**config.mk**
```make
export PLATFORM = sky130hd
export DESIGN_NAME = dkf_ctrl
export DESIGN_NICKNAME = d
export VERILOG_FILES = /design/src/rtl/dkf_pkg.sv /design/src/rtl/dkf_ctrl.sv
export SDC_FILE = /design/constraint.sdc
export NUM_CORES = 1
export LEC_CHECK = 0
export BUFFER_PORTS_ARGS = -buffer_cell sky130_fd_sc_hd__buf_4
export CAP_MARGIN = 20
export CORE_UTILIZATION = 46
export CTS_CLUSTER_DIAMETER = 200
export CTS_CLUSTER_SIZE = 25
export DETAILED_ROUTE_END_ITERATION = 6
export GPL_ROUTABILITY_DRIVEN = 0
export PLACE_DENSITY = 0.67
export SETUP_SLACK_MARGIN = 0.1
export SYNTH_ARGS = -nofsm -noshare
export SYNTH_HDL_FRONTEND = slang
export SYNTH_SLANG_ARGS = --single-unit
```
**constraint.sdc**
```tcl
create_clock -name clk -period 7.05 [get_ports clk]
set_clock_uncertainty 0.2 [all_clocks]
set_input_delay 0.705 -clock clk [delete_from_list [all_inputs] [get_ports clk]]
set_output_delay 0.705 -clock clk [all_outputs]
set_load 0.005 [all_outputs]
```
**src/rtl/dkf_pkg.sv**
```systemverilog
`timescale 1ns / 1ps
// ----------------------------------------------------------------------------
// dkf_pkg
// Shared types, constants and the micro-program of the distance Kalman filter.
// ----------------------------------------------------------------------------
package dkf_pkg;

  // Default number of fraction bits of the internal fixed-point format.
  localparam int FRAC_BITS_DEF = 16;

  // Register reset values and register indexes.
  localparam logic [23:0] PN_RESET = 24'd655;
  localparam logic [23:0] MN_RESET = 24'd6554;
  localparam logic CFG_PROCESS_NOISE = 1'b0;
  localparam logic CFG_MEASUREMENT_NOISE = 1'b1;

  // One second is 2^USEC_POW2 * USEC_ODD microseconds. The odd factor is divided
  // out by a multiply with USEC_RECIP and a right shift by USEC_RECIP_SH, which
  // is exact for every 32-bit dividend.
  localparam int          USEC_POW2     = 6;
  localparam logic [31:0] USEC_ODD      = 32'd15625;
  localparam logic [31:0] USEC_RECIP    = 32'd2251799814;
  localparam int          USEC_RECIP_SH = 45;

  // Datapath micro-operations.
  typedef enum logic [4:0] {
    OP_NOP,
    OP_INIT,
    OP_DT_Q0,
    OP_DT_REM,
    OP_DT_Q1,
    OP_DT_FIN,
    OP_MUL_RDT,
    OP_D_PRED,
    OP_A,
    OP_MUL_DTA,
    OP_P_PRED,
    OP_S,
    OP_K0_DIV,
    OP_K0_FIN,
    OP_K1_DIV,
    OP_K1_FIN,
    OP_Y,
    OP_MUL_K0Y,
    OP_D_UPD,
    OP_R_UPD,
    OP_P10_UPD,
    OP_P11_UPD,
    OP_P01_UPD,
    OP_P00_UPD
  } op_t;

  localparam int PC_W = 5;
  localparam logic [PC_W-1:0] PROG_LAST = 5'd21;

  // Command from the controller to the datapath.
  typedef struct packed {
    op_t  op;
    logic load;
    logic out_load;
  } dkf_cmd_t;

  // Status from the datapath to the controller.
  typedef struct packed {
    logic initialised;
    logic div_busy;
    logic div_done;
  } dkf_status_t;

  // Micro-program of one predict and update pass.
  function automatic op_t prog(input logic [PC_W-1:0] pc);
    op_t op;
    case (pc)
      5'd0:    op = OP_DT_Q0;
      5'd1:    op = OP_DT_REM;
      5'd2:    op = OP_DT_Q1;
      5'd3:    op = OP_DT_FIN;
      5'd4:    op = OP_MUL_RDT;
      5'd5:    op = OP_D_PRED;
      5'd6:    op = OP_A;
      5'd7:    op = OP_MUL_DTA;
      5'd8:    op = OP_P_PRED;
      5'd9:    op = OP_S;
      5'd10:   op = OP_K0_DIV;
      5'd11:   op = OP_K0_FIN;
      5'd12:   op = OP_K1_DIV;
      5'd13:   op = OP_K1_FIN;
      5'd14:   op = OP_Y;
      5'd15:   op = OP_MUL_K0Y;
      5'd16:   op = OP_D_UPD;
      5'd17:   op = OP_R_UPD;
      5'd18:   op = OP_P10_UPD;
      5'd19:   op = OP_P11_UPD;
      5'd20:   op = OP_P01_UPD;
      5'd21:   op = OP_P00_UPD;
      default: op = OP_NOP;
    endcase
    return op;
  endfunction

endpackage

```
**src/rtl/dkf_ctrl.sv**
```systemverilog
`timescale 1ns / 1ps
// ----------------------------------------------------------------------------
// dkf_ctrl
// Sequencer that steps the datapath through the filter micro-program.
// ----------------------------------------------------------------------------
module dkf_ctrl (
  input  logic                clk,
  input  logic                rst_n,
  input  logic                in_valid,
  output logic                in_ready,
  output logic                out_valid,
  input  logic                out_ready,
  input  dkf_pkg::dkf_status_t status,
  output dkf_pkg::dkf_cmd_t   cmd
);

  typedef enum logic [3:0] {
    ST_IDLE = 4'b0001,
    ST_RUN  = 4'b0010,
    ST_WAIT = 4'b0100,
    ST_OUT  = 4'b1000
  } state_t;

  state_t                    state_r, state_nxt;
  logic [dkf_pkg::PC_W-1:0]  pc_r, pc_nxt;
  logic                      out_valid_r, out_valid_nxt;
  dkf_pkg::op_t              run_op;

  // The first beat only initializes; later beats run the program.
  assign run_op = status.initialised ? dkf_pkg::prog(pc_r) : dkf_pkg::OP_INIT;

  always_comb begin
    state_nxt     = state_r;
    pc_nxt        = pc_r;
    out_valid_nxt = out_valid_r && !out_ready;
    cmd.op        = dkf_pkg::OP_NOP;
    cmd.load      = 1'b0;
    cmd.out_load  = 1'b0;
    in_ready      = 1'b0;
    case (state_r)
      ST_IDLE: begin
        in_ready = 1'b1;
        if (in_valid) begin
          cmd.load  = 1'b1;
          pc_nxt    = '0;
          state_nxt = ST_RUN;
        end
      end
      ST_RUN: begin
        cmd.op = run_op;
        if (run_op inside {dkf_pkg::OP_K0_DIV, dkf_pkg::OP_K1_DIV}) begin
          state_nxt = ST_WAIT;
        end else if (run_op == dkf_pkg::OP_INIT || pc_r == dkf_pkg::PROG_LAST) begin
          state_nxt = ST_OUT;
        end else begin
          pc_nxt = pc_r + 1'b1;
        end
      end
      ST_WAIT: begin
        if (status.div_done) begin
          pc_nxt    = pc_r + 1'b1;
          state_nxt = ST_RUN;
        end
      end
      ST_OUT: begin
        // Hand the result over once the output register is free.
        if (!out_valid_r || out_ready) begin
          cmd.out_load  = 1'b1;
          out_valid_nxt = 1'b1;
          state_nxt     = ST_IDLE;
        end
      end
      default: begin
        state_nxt = ST_IDLE;
      end
    endcase
  end

  always_ff @(posedge clk) begin
    if (!rst_n) begin
      state_r     <= ST_IDLE;
      pc_r        <= '0;
      out_valid_r <= 1'b0;
    end else begin
      state_r     <= state_nxt;
      pc_r        <= pc_nxt;
      out_valid_r <= out_valid_nxt;
    end
  end

  assign out_valid = out_valid_r;

endmodule

```
== After elaboration in Yosys (flattened, before gate mapping) ==
Memories as Yosys holds them, arrays and structs flattened. A register that Yosys moved wholly into a read port is not among the register bits.
Index checks and enable logic that the tools add are counted.

* Register bits after elaboration: 10
* ROM bits: 160
* Input port bits: 7
* Output and inout bits: 9
* Logic and storage cells: 50
* Memories: 1

* $add $sub $neg: 1
* Eq/ne operators: 14
* Muxes and demuxes: 22
* Reductions and logical operators: 9

{| class="wikitable"
|+ Memory list
! name !! depth !! width !! rd ports !! clocked after memory_dff !! wr ports !! RTL line !! source
|-
| (no name shown) || 32 || 5 || 1 || 1 || 0 || dkf_pkg.sv:73 || <nowiki>case (pc)</nowiki>
|}

{| class="wikitable"
|+ Operators with widths
! operator !! count
|-
| 2-to-1 mux 5 bit || 8
|-
| 2-to-1 mux 4 bit || 5
|-
| case mux 4 bit (4 select lines) || 1
|-
| case mux 5 bit (3 select lines) || 1
|-
| == test 5 x 4 -> 1 bit, second input constant || 2
|-
| != test 2 bit, second input constant || 5
|-
| 2-to-1 mux 1 bit || 7
|-
| adder 5 x 1 -> 5 bit, second input constant || 1
|-
| == test 5 x 1 -> 1 bit, second input constant || 1
|-
| == test 5 bit, second input constant || 1
|-
| AND reduction 5 bit || 1
|-
| == test 4 x 1 -> 1 bit, second input constant || 1
|-
| == test 4 x 2 -> 1 bit, second input constant || 1
|-
| == test 4 x 3 -> 1 bit, second input constant || 1
|-
| == test 4 bit, second input constant || 1
|-
| AND reduction 4 bit || 1
|-
| != test 3 bit, second input constant || 1
|-
| nonzero test 3 bit || 1
|-
| logical NOT 1 bit || 2
|-
| logical OR 1 bit || 2
|-
| nonzero test 2 bit || 1
|-
| logical AND 1 bit || 1
|}

== Longest topological paths before layout ==
* Depth in word-level cells: 8
* Depth in mapped cells: 10
* Depth with buffers taken out: 10

== Least setup slack after synthesis ==
Ideal clock, no wire load.

* Kind: input to register
* Start: input status[2] (netlist name)
* End: register with a tool-made name
* Setup time: 117 ps
* Arrival time: 2163 ps
* Data required time: 6733 ps
* Path slack: 4569 ps
* Cell stages on the path: 6
* Buffers on the path: 0
* Cell sequence: nor2b_1 and4b_1 o21a_1 or4_4 and3_4 a32o_1

{| class="wikitable"
|+ RTL lines
! item !! RTL line !! source
|-
| start, declared || dkf_ctrl.sv:13 || <nowiki>input dkf_pkg::dkf_status_t status,</nowiki>
|}

==> out/results.txt <==
Initial Util: 0.493
Share of Yosys cell area claimed by the top area cell type: 0.307
CP endpoint kind: register
Yosys reg bits: 15
Kind of critical path: reg -> reg
DIE AREA: 2310 um^2
CTS buffer count: 3
Gr ovfl total: 0
Post-CTS sizing: 0
Worst path max stage delay: 740 ps
RSZ-0062 raised after global routing: no
Clock sinks: 15
Endpoints failing setup: 0
Critical path's top delay family: simple AND/OR/NAND/NOR gates
Cells after Synth: 108
Largest net degree at the start of global routing: 12
Initial antenna violation count: 0
Average cell area after synthesis: 9.05 um^2
GRT Util Overall: 0.187
Post-Syn Nets: 119
CTS root buf: clkbuf_4
Fin crit share: 0.387
Fill cells: 187
Fmax: 366 MHz
Inst Count DP: 145
Sequential-to-total area share from yosys stat: 0.307
Pins Over Slew Limit: 0
Ys async rst share: 0
First-pass GRT wire length: 2.93 mm
Mapped cell area: 977 um^2
Primary FF master, synth: dfxtp_1
Layout Nets: 134
Post-synth EDFFs: 0
CTS tree: yes
Cell taking the most area after synthesis: dfxtp_1
First-pass DRT Iterations: 4
Routed len/inst: 13.1 um
Worst R2R Start: state_r[2]
Share of cells above drive strength 1: 0.221
HP Class: reg -> reg
Reg area: 300 um^2
Bufs and invs on worst path: 0
Total wire length: 1.95 mm
Hold Crit Depth: 2
Worst vdd ir: 0.000115 V
Setup_tns: 0 ps
Skew-Pair Late Insertion Delay: 280 ps
Slew HR: 0.488
Synth warn: 0
Post-layout minimum cycle time: 2730 ps
Antenna cells: 0
Max-cap violations: 0
HPWL after detailed placement: 1.53 mm
# IOs: 16
Tightest Pin Transition: 767 ps
Post-DRT Antenna Nets: 0
R2R setup slack: 4320 ps
Worst setup SP type: register
Main area contributors after synthesis: dfxtp_1 (31%), ha_1 (5.1%), nand2_1 (4.2%)
Die X: 48.1 um
Vias in the first global route: 684
Status: complete, no violations
Max Buffers Root-to-Sink: 2
Worst Hold Path EP: pc_r[1]
First DRT Iteration DRCs: 19
CP Data Arrival Time: 2710 ps
Worst-path clk slew: 90 ps
Vias: 859
Die Height: 48.1 um
Min-delay src: pc_r[1]
Final cell count without fillers: 149
Vias per cell: 5.77
IO buf count: 14
Core Region: 1980 um^2
Cell Chain, Critical Path: nor4b_2 > o21ai_2 > nand2_1 > mux2i_1 > ha_1 > nor2_1 > a32o_1
Layout area overhead: 13.8%
Slowest CP cell: nor4b_2
Multi-input gate area: 619 um^2
Post-CTS Setup Bufs: 0
Pwr/cell area: 170 nW/um^2
Post-route DRC: 0
Number of distinct library cells after synthesis: 44
Leakage power total: 0.479 nW
Worst-path fanout max: 11
Worst r2r path cells: 7
# H-tree levels: 1
Cts hold-fix bufs: 0
Final hold vios: 0
Row count: 16
WP data required: 7030 ps
-- cell usage after synthesis, types with 2 or more instances --
cell type / number
dfxtp_1: 15
nand2_1: 11
inv_1: 7
and3_1: 5
nor2_1: 5
nor2b_1: 5
a21oi_1: 4
ha_1: 4
nand2b_1: 3
nand3_1: 3
nor4b_1: 3
a32o_1: 2
a41o_1: 2
and3_4: 2
buf_4: 2
mux2i_1: 2
nand3b_1: 2
nand4b_1: 2
nand4bb_1: 2
nor3b_1: 2
o21ai_0: 2
-- tightest hold or removal path, stage by stage (launching register included) --
cell and delay (ps):
dfxtp_1 360, nand2_1 90, mux2i_1 70
-- cells in the final DEF (no fill, tap or decap), types with 3 or more instances in the layout --
| cell type | n |
|---|---|
| a21oi_1 | 4 |
| and3_1 | 5 |
| buf_4 | 14 |
| clkbuf_4 | 3 |
| dfxtp_1 | 15 |
| ha_1 | 4 |
| inv_1 | 7 |
| nand2_1 | 11 |
| nand2b_1 | 3 |
| nand3_1 | 3 |
| nor2_1 | 5 |
| nor2b_1 | 5 |
| nor4b_1 | 3 |
-- cell families after synthesis --
logic type               synth area share
XOR/XNOR                          0.00896
AO/OA/AOI/OAI                       0.201
AND/OR/NAND/NOR                     0.352
buffers and inverters              0.0589
flip-flops                          0.307
adder cells (fa/ha/maj)            0.0512
multiplexers                       0.0205
-- worst max path at each step --
stage	end	cells after the start	startpoint	slack, ps
2_1_floorplan	register	6	status[2]	4570
6_report	register	7	state_r[2]	4320
3_3_place_gp	register	9	status[2]	4280
3_5_place_dp	register	9	status[2]	4250
4_1_cts	register	7	state_r[2]	4320
5_1_grt	register	7	state_r[1]	4100
-- area by class of cell --
class / count / share of cell area
tap: 27 / 0.0304
sequential: 15 / 0.270
clock buffer: 3 / 0.0202
clock inverter: 1 / 0.00450
timing repair buffer: 14 / 0.0945
multi-input combinational: 82 / 0.557
inverter: 7 / 0.0236
-- per-layer routing --
layer / track usage / up-vias / wire, um
li1: - / 433 / -
met1: 0.233 / 399 / 885
met2: 0.316 / 23 / 961
met3: 0.0333 / 4 / 83
met4: 0.0833 / 0 / 24
met5: 0 / - / 0
-- power breakdown --
group / switching, mW / internal, mW / total, mW
Sequential: 0.00689 / 0.0880 / 0.0949
Combinational: 0.0216 / 0.0226 / 0.0442
Clock: 0.0287 / 0.0211 / 0.0498
-- stage by stage --
stage               utilization  cell area [um^2]  total power [mW]  worst slack, ps  hold WS, ps
global route              0.561              1110             0.200             4100          390
CTS                       0.561              1110             0.191             4320          355
detailed placement        0.547              1080             0.141             4250          341
global placement          0.547              1080             0.141             4280          323
floorplan                     -               977             0.130             4570          302
finish                    0.561              1110             0.189             4320          352
Note: power is estimated with default switching activity, not from simulation.
